## src/plt_pkg.sv

```systemverilog
// ----------------------------------------------------------------------------
// plt_pkg
// Shared types and constants for the point list table: opcodes, status codes,
// controller states, point and transfer payloads, cell control group.
// ----------------------------------------------------------------------------
`default_nettype none

package plt_pkg;

    localparam int COORD_BITS       = 8;
    localparam int DEFAULT_CAPACITY = 32;
    localparam int MIN_FOR_REMOVE   = 3;
    localparam int DEFAULT_COUNT    = 2;

    localparam logic [COORD_BITS-1:0] DEFAULT_LOW  = '0;
    localparam logic [COORD_BITS-1:0] DEFAULT_HIGH = 8'd255;

    typedef enum logic [2:0] {
        OP_SEARCH = 3'd0,
        OP_INSERT = 3'd1,
        OP_REMOVE = 3'd2,
        OP_GET    = 3'd3,
        OP_RESET  = 3'd4
    } opcode_t;

    typedef enum logic [1:0] {
        STAT_OK    = 2'd0,
        STAT_FULL  = 2'd1,
        STAT_RANGE = 2'd2,
        STAT_FEW   = 2'd3
    } status_t;

    typedef enum logic [1:0] {
        S_IDLE,
        S_SCAN,
        S_DONE
    } state_t;

    typedef struct packed {
        logic [COORD_BITS-1:0] x;
        logic [COORD_BITS-1:0] y;
    } point_t;

    typedef struct packed {
        opcode_t               opcode;
        logic [5:0]            position;
        logic [COORD_BITS-1:0] key_x;
        logic [COORD_BITS-1:0] value_y;
    } in_item_t;

    typedef struct packed {
        status_t               status;
        logic                  found;
        logic [5:0]            where;
        logic [COORD_BITS-1:0] point_x;
        logic [COORD_BITS-1:0] point_y;
        logic [5:0]            entries;
    } out_item_t;

    typedef struct packed {
        logic shift;
        logic load_dflt;
    } cell_ctl_t;

endpackage

`default_nettype wire

```

## src/point_list_table_core.sv

```systemverilog
// ----------------------------------------------------------------------------
// point_list_table_core
// Ordered list of up to CAPACITY points held in a ring of cells; search,
// insert, remove, get and list reset, one request and one result at a time.
// ----------------------------------------------------------------------------
//
//  channel  | ports                        | payload
//  ---------+------------------------------+---------------------------------
//  request  | s_valid, s_ready, s_data     | opcode, position, key_x, value_y
//  result   | m_valid, m_ready, m_data     | status, found, where, point_x,
//           |                              | point_y, entries
//
//  Search, insert, remove and get with a legal index rotate the cell ring
//  once around in the scan state after the request transfer; the result
//  is then offered from the done state, and the next request can be taken
//  in the cycle after the result transfer, from the idle state.
//  Rejected requests, list reset and unused opcodes skip the scan and allow
//  the result transfer in the cycle after the request transfer.
//  Reset leaves the list (0,0),(255,255) with two entries; no clearing pass.
//  A stalled result holds in the output registers; s_ready stays low until
//  the result transfer completes.
// ----------------------------------------------------------------------------
`default_nettype none

module point_list_table_core #(
    parameter int CAPACITY = plt_pkg::DEFAULT_CAPACITY
) (
    input  wire logic              aclk,
    input  wire logic              aresetn,
    input  wire logic              s_valid,
    output logic                   s_ready,
    input  wire plt_pkg::in_item_t s_data,
    output logic                   m_valid,
    input  wire logic              m_ready,
    output plt_pkg::out_item_t     m_data
);
    import plt_pkg::*;

    // ring of cells: cell i takes cell i+1 on each rotate step, the last cell
    // takes the rewritten stream from the sequencer
    point_t    cell_q [CAPACITY];
    point_t    feed;
    cell_ctl_t cell_ctl;

    genvar gi;
    generate
        for (gi = 0; gi < CAPACITY; gi++) begin : g_cell
            point_t shift_in;
            point_t dflt_val;

            if (gi == CAPACITY - 1) begin : g_tail
                assign shift_in = feed;
            end else begin : g_body
                assign shift_in = cell_q[gi + 1];
            end

            // only the first two entries carry defined reset contents
            assign dflt_val = (gi == 0) ? point_t'{x: DEFAULT_LOW,  y: DEFAULT_LOW}
                                        : point_t'{x: DEFAULT_HIGH, y: DEFAULT_HIGH};

            plt_cell u_cell (
                .aclk     (aclk),
                .cell_ctl (cell_ctl),
                .shift_in (shift_in),
                .dflt_en  (gi < DEFAULT_COUNT),
                .dflt_val (dflt_val),
                .data_q   (cell_q[gi])
            );
        end
    endgenerate

    // sequencer watches the two head cells and drives the tail
    plt_ctrl #(
        .CAPACITY (CAPACITY)
    ) u_ctrl (
        .aclk     (aclk),
        .aresetn  (aresetn),
        .s_valid  (s_valid),
        .s_ready  (s_ready),
        .s_data   (s_data),
        .m_valid  (m_valid),
        .m_ready  (m_ready),
        .m_data   (m_data),
        .head0    (cell_q[0]),
        .head1    (cell_q[1]),
        .feed     (feed),
        .cell_ctl (cell_ctl)
    );

endmodule

`default_nettype wire

```

## src/plt_cell.sv

```systemverilog
// ----------------------------------------------------------------------------
// plt_cell
// One list entry. Takes its neighbor's point while the chain rotates, or its
// default point, if it has one, when the list is reset.
// ----------------------------------------------------------------------------
`default_nettype none

module plt_cell (
    input  wire logic               aclk,
    input  wire plt_pkg::cell_ctl_t cell_ctl,
    input  wire plt_pkg::point_t    shift_in,
    input  wire logic               dflt_en,
    input  wire plt_pkg::point_t    dflt_val,
    output plt_pkg::point_t         data_q
);
    import plt_pkg::*;

    point_t data_reg;

    always_ff @(posedge aclk) begin
        if (cell_ctl.shift) begin
            data_reg <= shift_in;
        end else if (cell_ctl.load_dflt && dflt_en) begin
            data_reg <= dflt_val;
        end
    end

    assign data_q = data_reg;

endmodule

`default_nettype wire

```

## src/plt_ctrl.sv

```systemverilog
// ----------------------------------------------------------------------------
// plt_ctrl
// Sequencer for the point list: checks each request, rotates the cell chain
// once around for a request that passes the check while watching the head,
// and builds the rewritten stream that re-enters at the tail.
// ----------------------------------------------------------------------------
`default_nettype none

module plt_ctrl #(
    parameter int CAPACITY = plt_pkg::DEFAULT_CAPACITY
) (
    input  wire logic                aclk,
    input  wire logic                aresetn,
    input  wire logic                s_valid,
    output logic                     s_ready,
    input  wire plt_pkg::in_item_t   s_data,
    output logic                     m_valid,
    input  wire logic                m_ready,
    output plt_pkg::out_item_t       m_data,
    input  wire plt_pkg::point_t     head0,
    input  wire plt_pkg::point_t     head1,
    output plt_pkg::point_t          feed,
    output plt_pkg::cell_ctl_t       cell_ctl
);
    import plt_pkg::*;

    localparam int KW = $clog2(CAPACITY);
    localparam int CW = $clog2(CAPACITY + 1);
    localparam int PW = (CW > 6) ? CW : 6;

    state_t                state_reg, state_next;
    in_item_t              req_reg;
    logic [KW-1:0]         k_reg;
    logic [CW-1:0]         count_reg;
    point_t                hold_reg, hold_next;
    status_t               status_reg;
    logic                  found_reg;
    logic [CW-1:0]         where_reg;
    logic [COORD_BITS-1:0] px_reg, py_reg;
    logic                  srch_done_reg;

    logic                  accept;
    logic                  last;
    logic [PW-1:0]         pos_w, rpos_w, k_w, cnt_w;
    status_t               status_dec;
    logic                  scan_dec;
    logic [CW-1:0]         cnt_dec;
    logic                  stop;
    logic                  capture;

    assign accept = s_valid && s_ready;
    assign last   = (k_reg == KW'(CAPACITY - 1));
    assign pos_w  = PW'(s_data.position);
    assign rpos_w = PW'(req_reg.position);
    assign k_w    = PW'(k_reg);
    assign cnt_w  = PW'(count_reg);

    // request check against the current count
    always_comb begin
        status_dec = STAT_OK;
        scan_dec   = 1'b0;
        cnt_dec    = count_reg;
        unique case (s_data.opcode)
            OP_SEARCH: begin
                scan_dec = 1'b1;
            end
            OP_INSERT: begin
                if (count_reg >= CW'(CAPACITY)) begin
                    status_dec = STAT_FULL;
                end else if (pos_w > cnt_w) begin
                    status_dec = STAT_RANGE;
                end else begin
                    scan_dec = 1'b1;
                    cnt_dec  = count_reg + 1'b1;
                end
            end
            OP_REMOVE: begin
                if (count_reg < CW'(MIN_FOR_REMOVE)) begin
                    status_dec = STAT_FEW;
                end else if (pos_w >= cnt_w) begin
                    status_dec = STAT_RANGE;
                end else begin
                    scan_dec = 1'b1;
                    cnt_dec  = count_reg - 1'b1;
                end
            end
            OP_GET: begin
                if (pos_w >= cnt_w) begin
                    status_dec = STAT_RANGE;
                end else begin
                    scan_dec = 1'b1;
                end
            end
            OP_RESET: begin
                cnt_dec = CW'(DEFAULT_COUNT);
            end
            default: begin
            end
        endcase
    end

    // tail stream: entry k leaves the head at step k
    always_comb begin
        feed      = head0;
        hold_next = hold_reg;
        unique case (req_reg.opcode)
            OP_INSERT: begin
                if (k_w == rpos_w) begin
                    feed      = '{x: req_reg.key_x, y: req_reg.value_y};
                    hold_next = head0;
                end else if (k_w > rpos_w) begin
                    feed      = hold_reg;
                    hold_next = head0;
                end
            end
            OP_REMOVE: begin
                if (k_w >= rpos_w) begin
                    feed = last ? '0 : head1;
                end
            end
            default: begin
            end
        endcase
    end

    assign stop = (req_reg.opcode == OP_SEARCH) && !srch_done_reg && (k_w < cnt_w)
                  && !(head0.x < req_reg.key_x);
    assign capture = (req_reg.opcode == OP_GET) && (k_w == rpos_w);

    always_comb begin
        state_next = state_reg;
        unique case (state_reg)
            S_IDLE: begin
                if (s_valid) begin
                    state_next = scan_dec ? S_SCAN : S_DONE;
                end
            end
            S_SCAN: begin
                if (last) begin
                    state_next = S_DONE;
                end
            end
            S_DONE: begin
                if (m_ready) begin
                    state_next = S_IDLE;
                end
            end
            default: begin
                state_next = S_IDLE;
            end
        endcase
    end

    // reset, or an accepted list reset request, loads the two default entries into the head cells
    always_comb begin
        s_ready            = aresetn && (state_reg == S_IDLE);
        m_valid            = aresetn && (state_reg == S_DONE);
        cell_ctl.shift     = aresetn && (state_reg == S_SCAN);
        cell_ctl.load_dflt = !aresetn
                             || (accept && (s_data.opcode == OP_RESET));
    end

    always_ff @(posedge aclk) begin
        if (!aresetn) begin
            state_reg     <= S_IDLE;
            count_reg     <= CW'(DEFAULT_COUNT);
            k_reg         <= '0;
            srch_done_reg <= 1'b0;
        end else begin
            state_reg <= state_next;
            if (accept) begin
                count_reg     <= cnt_dec;
                k_reg         <= '0;
                srch_done_reg <= 1'b0;
            end else if (state_reg == S_SCAN) begin
                k_reg <= last ? '0 : k_reg + 1'b1;
                if (stop) begin
                    srch_done_reg <= 1'b1;
                end
            end
        end
    end

    always_ff @(posedge aclk) begin
        if (accept) begin
            req_reg    <= s_data;
            status_reg <= status_dec;
            found_reg  <= 1'b0;
            where_reg  <= (s_data.opcode == OP_SEARCH) ? count_reg : '0;
            px_reg     <= '0;
            py_reg     <= '0;
        end else if (state_reg == S_SCAN) begin
            hold_reg <= hold_next;
            if (stop) begin
                where_reg <= CW'(k_reg);
                found_reg <= (head0.x == req_reg.key_x);
            end
            if (capture) begin
                px_reg <= head0.x;
                py_reg <= head0.y;
            end
        end
    end

    assign m_data = '{status:  status_reg,
                      found:   found_reg,
                      where:   6'(where_reg),
                      point_x: px_reg,
                      point_y: py_reg,
                      entries: 6'(count_reg)};

    a_count_bounds: assert property (@(posedge aclk) disable iff (!aresetn)
        count_reg <= CW'(CAPACITY) && count_reg >= CW'(DEFAULT_COUNT))
        else $error("entry count left its legal range");

    a_scan_steps: assert property (@(posedge aclk) disable iff (!aresetn)
        (state_reg == S_SCAN) && !last |=> (state_reg == S_SCAN) && (k_reg == $past(k_reg) + 1'b1))
        else $error("scan step counter skipped");

    a_insert_grows: assert property (@(posedge aclk) disable iff (!aresetn)
        accept && (s_data.opcode == OP_INSERT) && (status_dec == STAT_OK)
        |=> count_reg == $past(count_reg) + 1'b1)
        else $error("accepted insert did not grow the list");

    a_fail_clean: assert property (@(posedge aclk) disable iff (!aresetn)
        m_valid && (m_data.status != STAT_OK) |-> !m_data.found && (m_data.point_x == '0))
        else $error("failed operation reports stale fields");

endmodule

`default_nettype wire

```

## config.mk

```make
export PLATFORM = sky130hd
export DESIGN_NAME = point_list_table_core
export DESIGN_NICKNAME = d
export VERILOG_FILES = /design/src/plt_pkg.sv /design/src/point_list_table_core.sv /design/src/plt_cell.sv /design/src/plt_ctrl.sv
export SDC_FILE = /design/constraint.sdc
export NUM_CORES = 1
export LEC_CHECK = 0
export BUFFER_PORTS_ARGS = -buffer_cell sky130_fd_sc_hd__clkbuf_2
export CORE_ASPECT_RATIO = 1.5
export CORE_MARGIN = 4
export CORE_UTILIZATION = 45
export CTS_BUF_LIST = sky130_fd_sc_hd__clkbuf_8 sky130_fd_sc_hd__clkbuf_16
export DETAILED_ROUTE_END_ITERATION = 6
export GPL_TIMING_DRIVEN = 0
export SETUP_SLACK_MARGIN = 0.02
export SYNTH_ARGS = -nofsm -noshare
export SYNTH_HDL_FRONTEND = slang
export SYNTH_SLANG_ARGS = --single-unit
```

## constraint.sdc

```tcl
create_clock -name aclk -period 30.8 [get_ports aclk]
set_clock_uncertainty 0.15 [all_clocks]
set_input_delay 6.16 -clock aclk [delete_from_list [all_inputs] [get_ports aclk]]
set_output_delay 6.16 -clock aclk [all_outputs]
set_load 0.02 [all_outputs]
```

==> flow_summary.toml, run 1 <==
[job]
maxCapViolCount = 0

[power]
total_power_mw = 1.56
power_density_nw_per_um2 = 69.3
vdd_drop_max_v = 0.0000496
p_leak_nw = 7.51

[floorplan]
coreArea_um2 = 43100
die_area_um2 = 47100
fp.dieW_um = 179
die_h_um = 264
ioPinCount = 62
initial_core_util_pct = 45.6
rows = 93

[logic_synthesis]
yosysSeqAreaShare_pct = 89.0
yosysTopAreaCellShare_pct = 85.8
synth_area_um2 = 19600
synthCells = 935
synth_edf_count = 561
synth_ff_type = "edfxtp_1"
ys_types = 51
yosys.area.top_type = "edfxtp_1"
yosysMostFrequentCell = "edfxtp_1"
synth_area_per_cell_um2 = 21.0
synthArstFlopShare_pct = 0
yosys_warnings = 0
synth_fp_nets = 994
ys_top_cells_by_area = "edfxtp_1 (86%), dfxtp_1 (3.2%), ha_1 (1.8%)"
synth_commonest_cells = "edfxtp_1 (561), nand2_1 (60), a21oi_1 (32), dfxtp_1 (31), ha_1 (29)"
synth_seq_cells = 592

[drt]
vias_per_cell = 5.04
wl_per_cell_um = 18.5
antenna_left = 0
m1WireLength_um = 14200
first_pass_iters = 4
drc_errors = 0
drt-total-wl_um = 30900
route.met3.wl_um = 1640
drtIter0Drc = 741
dr_wl_met2_um = 14300
top_layer_used = "met4"
vias = 8427

[timing]
setup_tns_ps = 0
finalHoldViolations = 0
rsz0062_at_grt = "false"
setup_viol = 0
fin_crit_ps = 14170
tightestPinTransition_ps = 1110
hold_ws_ps = 258
slew_headroom_pct = 25.3
timing.fmax_mhz = 70.6
maxSlewViolCount = 0
fin_ws_ps = 16630
min_period_over_period_pct = 46.0

[cts]
cts_tree = "done"
root_buffer = "clkbuf_16"
cts_resized = 0
numCtsBuffers = 54
clk_pin_slew_ps = 60
postCtsSetupBuffers = 0
htree_levels = 2
clockBufferDepth = 3
clkLatencyLatePin_ps = 570
hold_buffers = 0
clock-sinks = 592

[worst_hold_path]
hold_path_end = "g_cell[24].u_cell.data_q[1]"
worstHoldPathType = "register to register"
worstHoldStart = "g_cell[25].u_cell.data_q[1]"
hold_path_depth = 0

[critical_path]
critPathArrivalTime_ps = 7860
setup.worst_path.class = "input port to output pin"
critPathRequiredTime_ps = 24490
r2r_setup_slack_ps = 26540
crit_path_max_fanout = 10
r2r-end = "g_cell[2].u_cell.data_q[3]"
end_kind = "output pin"
critPathLaunchType = "input port"
ff2ff_path_depth = 9
regToRegStartpoint = "u_ctrl.state_reg[0]"

[place]
dpl.hpwl_um = 18400
finalWeightedCongestion = 0.873
place_area_um2 = 20900
io_buffers = 61
place_ws_ps = 16670

[final_layout]
final.fill_count = 3430
drive_above_1_share_pct = 14.3
layout.nets = 1121
syn2layout_area_growth_pct = 14.9
final_area_um2 = 22600
diodes = 0
largest_reg_flops = 512

[global_route]
gr-usage-all-layers_pct = 13.4
grt_pass1_wl_um = 49300
grt_pass1_vias = 8514
grt_overflow = 0
grt_max_degree = 76
antenna_found_initial = 2

[status]
status = "finished clean"
-- cells by family (layout without fill, tap and decap cells) --
logic type	Yosys count	after routing	synth area share, %
flops	592	592	89.0
simple gates	160	160	4.21
compound gates	102	102	3.68
buf+inv	46	212	0.950
fa+ha+maj	30	30	1.95
xor+xnor	4	4	0.178
mux	1	1	0.0574
-- per-stage QoR --
stage	instances	utilization, %
after floorplan	935	-
after global placement	1566	48.0
after detailed placement	1576	48.5
after CTS	1671	52.4
after global routing	1671	52.4
final	1671	52.4
-- layout make-up --
cell class                      instances  area, um^2  share of cell area [%]
Sequential cell                       592       17500                    77.4
Multi-Input combinational cell        297        1990                    8.82
Clock buffer                           55        1380                    6.10
Tap cell                              570         713                    3.16
Timing Repair Buffer                   71         533                    2.36
Clock inverter                         40         292                    1.29
Inverter                               28         105                   0.466
Buffer                                 18        86.3                   0.383
-- where the power goes --
part	internal, mW	switching [mW]
logic	0.0106	0.0232
clock network	0.356	0.272
registers	0.894	0.00695
total	1.26	0.303
-- how the worst max path moves through the flow --
| stage | endpoint | cells past startpoint | startpoint |
|---|---|---|---|
| final | m_valid | 5 | aresetn |
| after global routing | m_valid | 5 | aresetn |
| after CTS | m_valid | 5 | aresetn |
| after detailed placement | m_valid | 5 | aresetn |
| after global placement | g_cell[1].u_cell.data_q[8] | 5 | aresetn |
| after floorplan | g_cell[10].u_cell.data_q[0] | 3 | aresetn |
-- cells in the final DEF, fill, tap and decap left out, drive strengths merged, types with 16 or more instances in the layout --
cell	synthesis	layout
nand2b	21	21
nand3	16	16
dfxtp	31	31
a221o	16	16
a22o	16	16
edfxtp	561	561
ha	29	29
and3	20	20
a21oi	32	32
nand2	60	60
clkinv	0	22
inv	28	36
clkbuf	12	128
buf	6	16
-- worst max-delay path: stages --
cell and delay [ps]:
clkbuf_2 100, clkbuf_1 530, clkbuf_1 520, nor3b_1 320
clkbuf_2 230
-- per-layer routing --
layer	vias to the layer above	track usage, %
li1	3931	-
met1	4227	20.2
met2	206	19.6
met3	63	2.89
met4	0	4.65
met5	-	0
Power figures use the tool's default switching activity.
==> run 2: changes to the inputs <==
- clock period: 30.8 -> 14.4 ns (I/O delays scaled with it)
==> flow_summary.toml, run 2 (same netlist as run 1, synthesis figures left out) <==
[status]
status = "finished clean"

[timing]
slew_headroom_pct = 27.9
setup_tns_ps = 0
maxSlewViolCount = 0
setup_viol = 0
finalHoldViolations = 0
timing.fmax_mhz = 132
min_period_over_period_pct = 52.6
rsz0062_at_grt = "false"
fin_crit_ps = 7570
tightestPinTransition_ps = 1070

[critical_path]
end_kind = "output pin"
regToRegStartpoint = "u_ctrl.state_reg[0]"
setup.worst_path.class = "input port to output pin"
r2r-end = "g_cell[1].u_cell.data_q[6]"
critPathArrivalTime_ps = 4540
critPathLaunchType = "input port"
r2r_setup_slack_ps = 10390
crit_path_max_fanout = 10
ff2ff_path_depth = 8
critPathRequiredTime_ps = 11370

[drt]
wl_per_cell_um = 18.5
drt-total-wl_um = 30900
antenna_left = 0
vias = 8444
drtIter0Drc = 815
first_pass_iters = 5
drc_errors = 0
vias_per_cell = 5.06

[floorplan]
initial_core_util_pct = 45.6
ioPinCount = 62
rows = 93
fp.dieW_um = 179
die_h_um = 264
die_area_um2 = 47100
coreArea_um2 = 43100

[cts]
cts_resized = 0
clk_pin_slew_ps = 60
htree_levels = 2
clockBufferDepth = 3
postCtsSetupBuffers = 0
clkLatencyLatePin_ps = 570
hold_buffers = 0
cts_tree = "done"
root_buffer = "clkbuf_16"
clock-sinks = 592
numCtsBuffers = 53

[final_layout]
drive_above_1_share_pct = 13.7
layout_common_cells = "edfxtp_1 (561), clkbuf_2 (61), nand2_1 (60)"
final_common_cell = "edfxtp_1"
layout.nets = 1116
syn2layout_area_growth_pct = 14.4
layoutNonFillerInstCount = 1669
final.fill_count = 3486
largest_reg_flops = 512

[worst_hold_path]
worstHoldPathType = "register to register"
worstHoldStart = "g_cell[9].u_cell.data_q[2]"
hold_path_depth = 0
hold_path_end = "g_cell[8].u_cell.data_q[2]"

[global_route]
grt_pass1_wl_um = 48800
gr-usage-all-layers_pct = 13.3
antenna_found_initial = 1
grt_pass1_vias = 8430
grt_max_degree = 125
grt_overflow = 0

[power]
vdd_drop_max_v = 0.000106
p_sw_share_pct = 19.3
p_leak_nw = 7.52
power.share.clock_pct = 40.3
power_density_nw_per_um2 = 149
p_switching_mw = 0.647
p_seq_share_pct = 57.7
p_comb_share_pct = 2.1
internal_power_mw = 2.70

[place]
dpl.hpwl_um = 17900
io_buffers = 61
place_inst = 1572
finalWeightedCongestion = 0.854

[job]
maxCapViolCount = 0
[run 2: routing by layer]
layer / up-vias / wire length (um) / track usage [%]
li1: 3928 / - / -
met1: 4273 / 14800 / 20.6
met2: 191 / 14000 / 19.2
met3: 52 / 1510 / 2.75
met4: 0 / 609 / 3.97
met5: - / 0 / 0
[run 2: layout make-up]
class	count	area (um^2)	share of cell area, %
Timing Repair Buffer	67	430	1.92
Antenna cell	1	2.50	0.0111
Buffer	18	92.6	0.412
Inverter	28	105	0.468
Tap cell	570	713	3.17
Sequential cell	592	17500	77.8
Clock buffer	56	1390	6.19
Multi-Input combinational cell	297	1990	8.86
Clock inverter	40	274	1.22
[run 2: how the worst max path moves through the flow]
| stage | from | end | slack (ps) | cells past startpoint |
|---|---|---|---|---|
| after CTS | aresetn | m_valid | 6820 | 5 |
| final | aresetn | m_valid | 6830 | 5 |
| after floorplan | aresetn | g_cell[10].u_cell.data_q[0] | 4370 | 3 |
| after global placement | aresetn | g_cell[1].u_cell.data_q[8] | 870 | 5 |
| after global routing | aresetn | m_valid | 6690 | 5 |
| after detailed placement | aresetn | m_valid | 6830 | 5 |
[run 2: power by group through the flow]
stage | logic, mW | clock network [mW] | registers, mW
CTS | 0.0706 | 1.39 | 1.93
detailed placement | 0.0706 | 0 | 1.96
finish | 0.0695 | 1.35 | 1.93
global route | 0.0771 | 1.47 | 1.93
global placement | 0.0661 | 0 | 1.98
floorplan | 0.0419 | 0 | 1.97
[run 2: critical path, stage by stage]
cell and delay [ps]:
clkbuf_2 110, clkbuf_1 500, clkbuf_1 520, nor3b_1 320, clkbuf_2 220
[run 2: stage by stage]
| stage | cell area, um^2 | util (%) | hold slack (ps) | setup slack [ps] | total power [mW] |
|---|---|---|---|---|---|
| 6_report | 22500 | 52.2 | 263 | 6830 | 3.34 |
| 3_5_place_dp | 20800 | 48.3 | 255 | 6830 | 2.03 |
| 3_3_place_gp | 20700 | 48.0 | 251 | 868 | 2.05 |
| 5_1_grt | 22500 | 52.2 | 267 | 6690 | 3.48 |
| 2_1_floorplan | 19600 | - | 250 | 4370 | 2.01 |
| 4_1_cts | 22500 | 52.2 | 264 | 6820 | 3.39 |
